--- config.mk ---
export PLATFORM = sky130hd
export DESIGN_NAME = spi_eeprom_slave_flat
export DESIGN_NICKNAME = d
export VERILOG_FILES = /design/src/spi_ee_pkg.sv /design/src/spi_ee_req_if.sv /design/src/spi_ee_rsp_if.sv /design/src/spi_ee_ctrl.sv /design/src/spi_ee_mem.sv /design/src/spi_eeprom_slave.sv /design/src/flat_wrapper.sv
export SDC_FILE = /design/constraint.sdc
export NUM_CORES = 2
export LEC_CHECK = 0
export BUFFER_PORTS_ARGS = -buffer_cell sky130_fd_sc_hd__buf_2
export CAP_MARGIN = 0
export CORE_MARGIN = 2
export CORE_UTILIZATION = 60
export DETAILED_ROUTE_END_ITERATION = 16
export GPL_ROUTABILITY_DRIVEN = 0
export PLACE_DENSITY = 0.84
export SETUP_SLACK_MARGIN = 0.05
export SLEW_MARGIN = 20
export SYNTH_ARGS = -nofsm -noshare
export SYNTH_HDL_FRONTEND = slang
export SYNTH_HIERARCHICAL = 1
export SYNTH_SLANG_ARGS = --single-unit
--- constraint.sdc ---
create_clock -name clk -period 6.9 [get_ports clk]
set_input_delay 0.345 -clock clk [delete_from_list [all_inputs] [get_ports clk]]
set_output_delay 0.345 -clock clk [all_outputs]
set_load 0.1 [all_outputs]
--- src/spi_ee_pkg.sv ---
// Shared types and constants for the SPI serial EEPROM slave.
// Depends on nothing; spi_ee_ctrl, spi_ee_mem and spi_eeprom_slave import it.
package spi_ee_pkg;

  localparam int ADDR_W        = 8;
  localparam int ADDR_SPAN     = 1 << ADDR_W;
  localparam int MEM_DEPTH_DEF = 256;

  typedef struct packed {
    logic              rd_en;
    logic              wr_en;
    logic [ADDR_W-1:0] addr;
    logic [7:0]        wdata;
  } mem_req_t;

  typedef struct packed {
    logic       use_mem;
    logic [7:0] tx_fixed;
  } result_t;

endpackage

--- src/spi_ee_req_if.sv ---
// Request channel of the SPI serial EEPROM slave: one received byte per request.
// Standalone valid/ready interface; depends on nothing.
interface spi_ee_req_if;
  logic       valid;
  logic       ready;
  logic [7:0] rx_byte;
  logic       cs_high;

  modport source (output valid, output rx_byte, output cs_high, input ready);
  modport sink (input valid, input rx_byte, input cs_high, output ready);
endinterface

--- src/spi_ee_rsp_if.sv ---
// Result channel of the SPI serial EEPROM slave: one byte for MISO per request.
// Standalone valid/ready interface; depends on nothing.
interface spi_ee_rsp_if;
  logic       valid;
  logic       ready;
  logic [7:0] tx_byte;

  modport source (output valid, output tx_byte, input ready);
  modport sink (input valid, input tx_byte, output ready);
endinterface

--- src/spi_ee_ctrl.sv ---
// Command decoder and transaction state of the SPI serial EEPROM slave.
// Depends on spi_ee_pkg for the memory request and result structs.
module spi_ee_ctrl import spi_ee_pkg::*; (
  input  logic     clk,
  input  logic     rst,
  input  logic     step,
  input  logic [7:0] rx_byte,
  input  logic     cs_high,
  output mem_req_t mem_req,
  output result_t  result
);

  localparam logic [7:0] OP_READ  = 8'h03;
  localparam logic [7:0] OP_WRITE = 8'h02;
  localparam logic [7:0] OP_WREN  = 8'h06;
  localparam logic [7:0] OP_RDSR  = 8'h05;

  typedef enum logic [4:0] {
    PH_CMD    = 5'b00001,
    PH_ADDR   = 5'b00010,
    PH_READ   = 5'b00100,
    PH_WRITE  = 5'b01000,
    PH_STATUS = 5'b10000
  } phase_t;

  phase_t            phase, phase_next;
  logic [7:0]        cmd_code, cmd_code_next;
  logic [ADDR_W-1:0] mem_addr, mem_addr_next;
  logic              wel, wel_next;
  logic              rd, wr;
  logic [7:0]        status_byte;

  assign status_byte = {6'd0, wel, 1'b0};

  always_comb begin
    phase_next    = phase;
    cmd_code_next = cmd_code;
    mem_addr_next = mem_addr;
    wel_next      = wel;
    rd            = 1'b0;
    wr            = 1'b0;
    mem_req.addr  = mem_addr;
    mem_req.wdata = rx_byte;
    result        = '0;
    if (cs_high) begin
      phase_next    = PH_CMD;
      cmd_code_next = '0;
      mem_addr_next = '0;
    end else begin
      case (phase)
        PH_CMD: begin
          cmd_code_next = rx_byte;
          if (rx_byte == OP_READ || rx_byte == OP_WRITE) begin
            phase_next = PH_ADDR;
          end else if (rx_byte == OP_WREN) begin
            wel_next = 1'b1;
          end else if (rx_byte == OP_RDSR) begin
            phase_next      = PH_STATUS;
            result.tx_fixed = status_byte;
          end
        end
        PH_ADDR: begin
          mem_addr_next = rx_byte;
          if (cmd_code == OP_READ) begin
            phase_next     = PH_READ;
            rd             = 1'b1;
            mem_req.addr   = rx_byte;
            result.use_mem = 1'b1;
            mem_addr_next  = rx_byte + 8'd1;
          end else if (cmd_code == OP_WRITE) begin
            phase_next = PH_WRITE;
          end else begin
            phase_next = PH_CMD;
          end
        end
        PH_READ: begin
          rd             = 1'b1;
          result.use_mem = 1'b1;
          mem_addr_next  = mem_addr + 8'd1;
        end
        PH_WRITE: begin
          if (wel) begin
            wr            = 1'b1;
            mem_addr_next = mem_addr + 8'd1;
          end
        end
        PH_STATUS: begin
          result.tx_fixed = status_byte;
        end
        default: begin
          phase_next    = PH_CMD;
          cmd_code_next = '0;
          mem_addr_next = '0;
        end
      endcase
    end
    mem_req.rd_en = step && rd;
    mem_req.wr_en = step && wr;
  end

  always_ff @(posedge clk) begin
    if (rst) begin
      phase    <= PH_CMD;
      cmd_code <= '0;
      mem_addr <= '0;
      wel      <= 1'b0;
    end else if (step) begin
      phase    <= phase_next;
      cmd_code <= cmd_code_next;
      mem_addr <= mem_addr_next;
      wel      <= wel_next;
    end
  end

endmodule

--- src/spi_ee_mem.sv ---
// Byte store of the SPI serial EEPROM slave: one write and one registered read port,
// with per-entry valid bits so unwritten entries read as zero. Depends on spi_ee_pkg.
module spi_ee_mem import spi_ee_pkg::*; #(
  parameter int MEM_DEPTH = MEM_DEPTH_DEF
) (
  input  logic       clk,
  input  logic       rst,
  input  mem_req_t   mem_req,
  output logic [7:0] rd_byte
);

  localparam int StoreDepth = (MEM_DEPTH < ADDR_SPAN) ? MEM_DEPTH : ADDR_SPAN;
  localparam int IdxW       = $clog2(StoreDepth);

  logic [IdxW-1:0]       idx_tbl [ADDR_SPAN];
  logic [IdxW-1:0]       idx;
  logic [StoreDepth-1:0] valid;
  logic [7:0]            mem [StoreDepth];
  logic [7:0]            rd_data;
  logic                  rd_valid;

  for (genvar a = 0; a < ADDR_SPAN; a++) begin : g_idx
    assign idx_tbl[a] = IdxW'(a % StoreDepth);
  end

  assign idx = idx_tbl[mem_req.addr];

  always_ff @(posedge clk) begin
    if (rst) begin
      valid <= '0;
    end else if (mem_req.wr_en) begin
      valid[idx] <= 1'b1;
    end
  end

  always_ff @(posedge clk) begin
    if (mem_req.wr_en) begin
      mem[idx] <= mem_req.wdata;
    end
  end

  always_ff @(posedge clk) begin
    if (mem_req.rd_en) begin
      rd_data  <= mem[idx];
      rd_valid <= valid[idx];
    end
  end

  assign rd_byte = rd_valid ? rd_data : 8'd0;

endmodule

--- src/spi_eeprom_slave.sv ---
// Slave side of a 25xx-style SPI serial EEPROM, one completed SPI byte per request.
// Takes a request every clock cycle while the result is not stalled; the result passes
// through the input register, then the result register with the memory's registered
// read port, and a stalled result holds the input register so nothing is dropped.
// The store has per-entry valid bits cleared at reset, so there is no clearing pass.
// Depends on spi_ee_pkg, spi_ee_req_if, spi_ee_rsp_if, spi_ee_ctrl and spi_ee_mem.
module spi_eeprom_slave import spi_ee_pkg::*; #(
  parameter int MEM_DEPTH = MEM_DEPTH_DEF
) (
  input  logic         clk,
  input  logic         rst,
  spi_ee_req_if.sink   req,
  spi_ee_rsp_if.source rsp
);

  logic       s1_valid;
  logic [7:0] s1_rx;
  logic       s1_cs;
  logic       s2_valid;
  result_t    res_q;
  logic       s2_free;
  logic       fire;
  mem_req_t   mem_req;
  result_t    result;
  logic [7:0] rd_byte;

  assign s2_free   = !s2_valid || rsp.ready;
  assign fire      = s1_valid && s2_free;
  assign req.ready = !s1_valid || fire;

  always_ff @(posedge clk) begin
    if (rst) begin
      s1_valid <= 1'b0;
      s2_valid <= 1'b0;
    end else begin
      if (req.ready) begin
        s1_valid <= req.valid;
      end
      if (s2_free) begin
        s2_valid <= fire;
      end
    end
  end

  always_ff @(posedge clk) begin
    if (req.valid && req.ready) begin
      s1_rx <= req.rx_byte;
      s1_cs <= req.cs_high;
    end
    if (fire) begin
      res_q <= result;
    end
  end

  spi_ee_ctrl u_ctrl (
    .clk     (clk),
    .rst     (rst),
    .step    (fire),
    .rx_byte (s1_rx),
    .cs_high (s1_cs),
    .mem_req (mem_req),
    .result  (result)
  );

  spi_ee_mem #(
    .MEM_DEPTH (MEM_DEPTH)
  ) u_mem (
    .clk     (clk),
    .rst     (rst),
    .mem_req (mem_req),
    .rd_byte (rd_byte)
  );

  assign rsp.valid   = s2_valid;
  assign rsp.tx_byte = res_q.use_mem ? rd_byte : res_q.tx_fixed;

  a_ready_when_empty: assert property (@(posedge clk) disable iff (rst)
    !s2_valid |-> req.ready)
    else $error("request not taken while result stage empty");

  a_cs_gives_zero: assert property (@(posedge clk) disable iff (rst)
    fire && s1_cs |=> rsp.valid && rsp.tx_byte == 8'h00)
    else $error("chip select high did not return zero");

  a_no_rd_wr_clash: assert property (@(posedge clk) disable iff (rst)
    !(mem_req.rd_en && mem_req.wr_en))
    else $error("memory read and write in the same cycle");

  a_hold_on_stall: assert property (@(posedge clk) disable iff (rst)
    s1_valid && s2_valid && !rsp.ready |=> s1_valid && $stable(s1_rx))
    else $error("input stage lost a request during stall");

endmodule
--- src/flat_wrapper.sv ---
// flat-port wrapper written by rule: the top's interface ports become plain ports
module spi_eeprom_slave_flat import spi_ee_pkg::*;
#(
  parameter int MEM_DEPTH = MEM_DEPTH_DEF
)
  (clk, rst, req_valid, req_rx_byte, req_cs_high, req_ready, rsp_valid, rsp_tx_byte, rsp_ready);
  spi_ee_req_if req_i ();
  spi_ee_rsp_if rsp_i ();
  input  logic clk;
  input  logic rst;
  input wire logic [$bits(req_i.valid)-1:0] req_valid;
  input wire logic [$bits(req_i.rx_byte)-1:0] req_rx_byte;
  input wire logic [$bits(req_i.cs_high)-1:0] req_cs_high;
  output wire logic [$bits(req_i.ready)-1:0] req_ready;
  output wire logic [$bits(rsp_i.valid)-1:0] rsp_valid;
  output wire logic [$bits(rsp_i.tx_byte)-1:0] rsp_tx_byte;
  input wire logic [$bits(rsp_i.ready)-1:0] rsp_ready;
  assign req_i.valid = req_valid;
  assign req_i.rx_byte = req_rx_byte;
  assign req_i.cs_high = req_cs_high;
  assign req_ready = req_i.ready;
  assign rsp_valid = rsp_i.valid;
  assign rsp_tx_byte = rsp_i.tx_byte;
  assign rsp_i.ready = rsp_ready;
  spi_eeprom_slave #(.MEM_DEPTH(MEM_DEPTH)) u_core (.clk(clk), .rst(rst), .req(req_i), .rsp(rsp_i));
endmodule
Word level (Yosys, flattened, before mapping)
Memory sizes are Yosys's and may differ from the RTL's. A register that Yosys moved wholly into a read port is not among the register bits.
Index checks and enable logic that the tools add are counted.
{"block": "op_classes", "bitwise": 4, "n_lt_le_gt_ge": 3, "addsub": 2, "n_reduce_logical": 17, "n_mux": 36, "eq_ne": 17}
{"cell": "256-bit bitwise OR", "count": 1}
{"cell": "8-bit two-way mux", "count": 11}
{"cell": "8-bit by 2-bit == test with 1-bit output (second input constant)", "count": 4}
{"cell": "8-bit case mux with 2 select lines", "count": 2}
{"cell": "8-bit case mux with 4 select lines", "count": 1}
{"cell": "5-bit two-way mux", "count": 4}
{"cell": "8-bit by 1-bit adder with 8-bit output (second input constant)", "count": 2}
{"cell": "8-bit by 3-bit == test with 1-bit output (second input constant)", "count": 2}
{"cell": "5-bit case mux with 3 select lines", "count": 1}
{"cell": "9-bit greater-or-equal comparator (second input constant)", "count": 1}
{"cell": "8-bit by 9-bit < comparator with 1-bit output (second input constant)", "count": 1}
{"cell": "1-bit two-way mux", "count": 9}
{"cell": "8-bit NOT with 9-bit output", "count": 1}
{"cell": "1-bit binary-select mux with 8-bit select", "count": 1}
{"cell": "1-bit demux with 8-bit select", "count": 1}
{"cell": "8-bit by 1-bit greater-or-equal comparator with 1-bit output (second input constant)", "count": 1}
{"cell": "4-bit two-way mux", "count": 2}
{"cell": "4-bit by 3-bit inequality test with 1-bit output (second input constant)", "count": 2}
{"cell": "2-bit two-way mux", "count": 3}
{"cell": "2-bit by 1-bit inequality test with 1-bit output (second input constant)", "count": 3}
{"cell": "5-bit by 1-bit == test with 1-bit output (second input constant)", "count": 1}
{"cell": "5-bit by 2-bit == test with 1-bit output (second input constant)", "count": 1}
{"cell": "5-bit by 3-bit == test with 1-bit output (second input constant)", "count": 1}
{"cell": "5-bit by 4-bit == test with 1-bit output (second input constant)", "count": 1}
{"cell": "other kinds (14)", "count": 22}
{"block": "word_totals", "rom_bits": 2048, "word_cells": 93, "register_bits": 299, "mem_count": 2, "out_inout_bits": 10, "mem_bits_rw": 2048, "in_bits": 13}
{"memory": "(no name shown)", "depth": 256, "width": 8, "read_ports": 1, "rd_ports_with_merged_regs": 0, "write_ports": 0, "line_no": "spi_ee_mem.sv:26", "text": "assign idx = idx_tbl[mem_req.addr];"}
{"memory": "u_core.u_mem.mem", "depth": 256, "width": 8, "read_ports": 1, "rd_ports_with_merged_regs": 1, "write_ports": 1, "line_no": "spi_ee_mem.sv:18", "text": "logic [7:0] mem [StoreDepth];"}

Depth between registers and ports, before layout
{"block": "logic_depth", "word_depth": 13, "ltp_mapped": 14, "depth_no_buf": 9}

Hierarchy
The synthesis kept the hierarchy.
{"module": "spi_ee_mem", "n_inst": 1, "cells_per_inst": 4469, "area_per_inst_um2": 87745.4, "seq_area_each_um2": 66894.2}
{"module": "spi_ee_ctrl", "n_inst": 1, "cells_per_inst": 201, "area_per_inst_um2": 1732.9, "seq_area_each_um2": 440.4}
{"module": "spi_eeprom_slave", "n_inst": 1, "cells_per_inst": 37, "area_per_inst_um2": 755.7, "seq_area_each_um2": 580.6}

Least setup slack after synthesis
Ideal clock, no wire load.
{"block": "synth_path", "path_type": "register to register", "start": "reg u_core.u_ctrl.cmd_code[7]", "end": "mem u_core.u_mem.mem[144][0], enable pin", "setup_time_ns": 0.386, "period_less_slack_ns": 3.867, "t_arrival_ns": 3.481, "required_time_ns": 6.514, "slack_ns": 3.033, "path_stages_with_launch": 11, "n_path_buf": 4, "cell_sequence": "dfxtp_1 nor4_2 nand2_1 nor3_4 mux2_2 buf_2 buf_1 clkbuf_1 or2_2 clkbuf_1 nor3_1"}
{"element": "from (decl)", "line_no": "spi_ee_ctrl.sv:27", "text": "logic [7:0] cmd_code, cmd_code_next;"}
{"element": "from (signal assigned)", "line_no": "spi_ee_ctrl.sv:109", "text": "cmd_code <= cmd_code_next;"}
{"element": "to (decl)", "line_no": "spi_ee_mem.sv:18"}

==> reports/results.txt <==
Run status = complete, no violations
Crit end category = register
Synthesis-to-layout area growth = 11.0%
Per-cell routed wire length = 32.5 um
Count of antenna-violating nets left after detailed routing = 0
Sw Pwr = 5.49 mW
H-tree levels = 4
Number of enable flip-flop cells after synthesis = 2075
Final worst path period need = 6310 ps
Critical setup path kind = register to register
Post-CTS Setup Inserts = 0
Hold_ws = 210 ps
Placed cell area = 92900 sq um
Tot Pwr = 27.7 mW
Setup-failing EPs final = 0
Required arrival time at the worst endpoint = 7440 ps
Boundary Pins = 23
Warnings from Yosys = 6
Measured slew at the worst slew-check pin = 1270 ps
Synthesized area per cell = 19.2 sq um
Cell area power density = 277 nW/um^2
Sequential Power Share = 56.0%
Hold violation count in the final report = 0
Via count of the first global-routing pass = 48.9k
Fmax = 158 MHz
Dominant cell by count in the synthesized netlist = edfxtp_1
Setup TNS = 0 ps
Width of the die = 392 um
Maximum number of buffers from clock root to sink = 3
Reg area = 67900 sq um
Count of pins over their slew limit = 0
Clock power frac = 42.9%
Internal power = 22.2 mW
Total detailed-routing wirelength = 227000 um
Leakage = 30.4 nW
Final nets = 4794
Full die area = 154000 sq um
Final clock skew = 45.8 ps
Area used by multi-input combinational logic = 21100 sq um
Top_reg_cell synth = edfxtp_1
Number of buffers inserted during clock tree synthesis = 213
GR Overflow Total = 0
Register bit count reported by yosys = 2355
Number of unique standard cell types used by synthesis = 64
Final std cell area, no fill = 100000 sq um
Overall Global Routing Usage = 29.8%
Post-synthesis sequential area ratio = 75.3%
Portion of synthesized cell area occupied by the leading cell type = 69.1%
Remaining max-slew budget at the tightest pin = 14.0%
Commonest cells in the synthesized netlist = edfxtp_1 (2075), nor2_1 (689), mux4_2 (576)
Part of the total power dissipated in combinational logic = 1.2%
Element type at the critical path start = register
Later-pin clock latency in the skew report = 880 ps
Unrepaired setup endpoints after global routing = no
Initial antenna violation count = 6
Endpoint arrival time on the critical path = 6850 ps
Share of cells above drive strength 1 = 22.7%
CTS tree = built
Largest net degree at the start of global routing = 260
Number of maximum-capacitance constraint violations = 0
DRC violations left = 0
Fill cell count = 8719
Cell row count = 142
Switching share of power = 19.8%
Total clock sinks = 2355
Area of the core = 150000 sq um
Path type of the worst min-delay path = input pin to register
DR iter-0 viols = 7788
Initial Util = 60.3%
HPWL after detailed placement = 121000 um
CTS clock-pin slew for the worst setup and hold paths = 60 ps
Leading post-synthesis cells by cell area = edfxtp_1 (69%), mux4_2 (14%), dfxtp_1 (6.2%)
Detail-routed via count per cell = 7.05
Syn Inst Count = 4707
Die height = 392 um
Pre-CTS WS = 1020 ps
Buffers on Ports = 22
Wire length of the first global-routing pass = 332000 um
First-pass DRT Iterations = 6
Detailed-route via count = 49.2k
Worst Setup Slack, final = 590 ps
Clock tree root buffer cell = clkbuf_16
Cell area after technology mapping = 90200 sq um
Largest vdd supply drop = 0.302 mV
Share of the cycle needed by the critical path after routing = 91.5%
Async S/R FF share, synth = 0%
Maximum fanout encountered on the critical timing path = 70
Library cell with the largest summed area after synthesis = edfxtp_1
## per-stage QoR
| stage | instances | utilization, % |
|---|---|---|
| 2_1_floorplan | 4713 | - |
| 3_3_place_gp | 6563 | 62.1 |
| 3_5_place_dp | 6563 | 62.1 |
| 4_1_cts | 6981 | 66.9 |
| 5_1_grt | 6983 | 67.0 |
| 6_report | 6986 | 67.0 |
## power by group through the flow
stage / clock (mW) / sequential, mW / combinational, mW
CTS: 12.0 / 15.5 / 0.312
floorplan: 0 / 15.8 / 0.169
finish: 11.9 / 15.5 / 0.324
global route: 12.4 / 15.5 / 0.345
global placement: 0 / 15.8 / 0.283
detailed placement: 0 / 15.8 / 0.303
## timing repair
item / in CTS / in global routing
endpoints found under the hold margin: 19 / 0
hold buffers: 13 / 0
gates resized for setup: 0 / 0
## routing by layer
layer / GRT usage [%] / share of wire (%)
met1: 39.2 / 34
met2: 47.2 / 48
met3: 7.45 / 13
met4: 14.1 / 5.5
met5: 0 / 0.022
## worst max-delay path: stages (launching register included)
cell     delay (ps)
dfxtp_1         320
nor4_2          580
nand2_1         270
nor3_4          600
mux2_8          690
buf_4           540
buf_4           660
mux4_2          410
a22oi_1         240
a21oi_1         160
o41ai_1        1070
nand4_1         230
## final timing paths
| kind | start | to | slack (ps) | cells after the start |
|---|---|---|---|---|
| hold reg to reg | u_core/u_mem/valid[178] | u_core/u_mem/valid[178] | 470 | 2 |
| hold / removal | req_rx_byte[5] | u_core/s1_rx[5] | 210 | 2 |
| setup reg to reg | u_core/u_ctrl/cmd_code[7] | u_core/u_mem/rd_data[3] | 590 | 11 |
| setup / recovery | u_core/u_ctrl/cmd_code[7] | u_core/u_mem/rd_data[3] | 590 | 11 |
## cells in the final DEF, fill, tap and decap left out, types with 6 or more instances in the layout
cell           synthesis  layout
dfxtp_1              280     280
nor3_1                38      22
inv_1                  7       7
dlygate4sd3_1          0      13
a31oi_1               17      17
nand4_1               13      13
xor2_1                 6       6
clkinv_1               0      24
nand2b_1               8       6
o21ba_2               28      28
buf_2                 56      21
buf_12                 0      21
a22o_1                10      10
mux4_2               576     576
and2_1                19      18
nand3_1               26      21
o41ai_1               37      33
a22oi_1              288     288
clkbuf_1             189      73
nand2_1               32      31
nor2b_1               10       8
nor3_2                 0      16
mux2_2                 9       7
conb_1                 1       7
clkinv_2               0      32
bufinv_16              0      17
a21oi_1              149     149
nor2_1               689     685
clkbuf_16              0     216
buf_4                 26     102
edfxtp_1            2075    2075
mux2_4                 8       8
clkbuf_8               0      23
## layout make-up
class	count	area share [%]
Sequential cell	2355	67.8
Multi-Input combinational cell	2036	21.1
Clock buffer	312	5.99
Tap cell	2016	2.52
Timing Repair Buffer	164	1.53
Clock inverter	93	1.04
Inverter	7	0.0262
Antenna cell	3	0.00749
## kinds of logic after synthesis
family | count (synthesis) | synth area share, %
compound gates | 556 | 4.36
xor+xnor | 11 | 0.107
fa+ha+maj | 4 | 0.0555
buf+inv | 322 | 1.59
flops | 2355 | 75.3
mux | 594 | 14.6
other cells | 1 | 0.00416
simple gates | 864 | 3.99
## flip-flops by register name (all words and copies together) (netlist names)
register                flops
u_core/u_mem/rd_data        8
u_core/u_ctrl/wel           1
u_core/s1_rx                8
u_core/u_mem/rd_valid       1
u_core/res_q                9
u_core/u_mem/mem         2048
u_core/s1_cs                1
u_core/s1_valid             1
u_core/u_ctrl/phase         5
u_core/rsp.valid            1
u_core/u_ctrl/mem_addr      8
u_core/u_mem/valid        256
u_core/u_ctrl/cmd_code      8
Note: power is estimated with default switching activity, not from simulation.
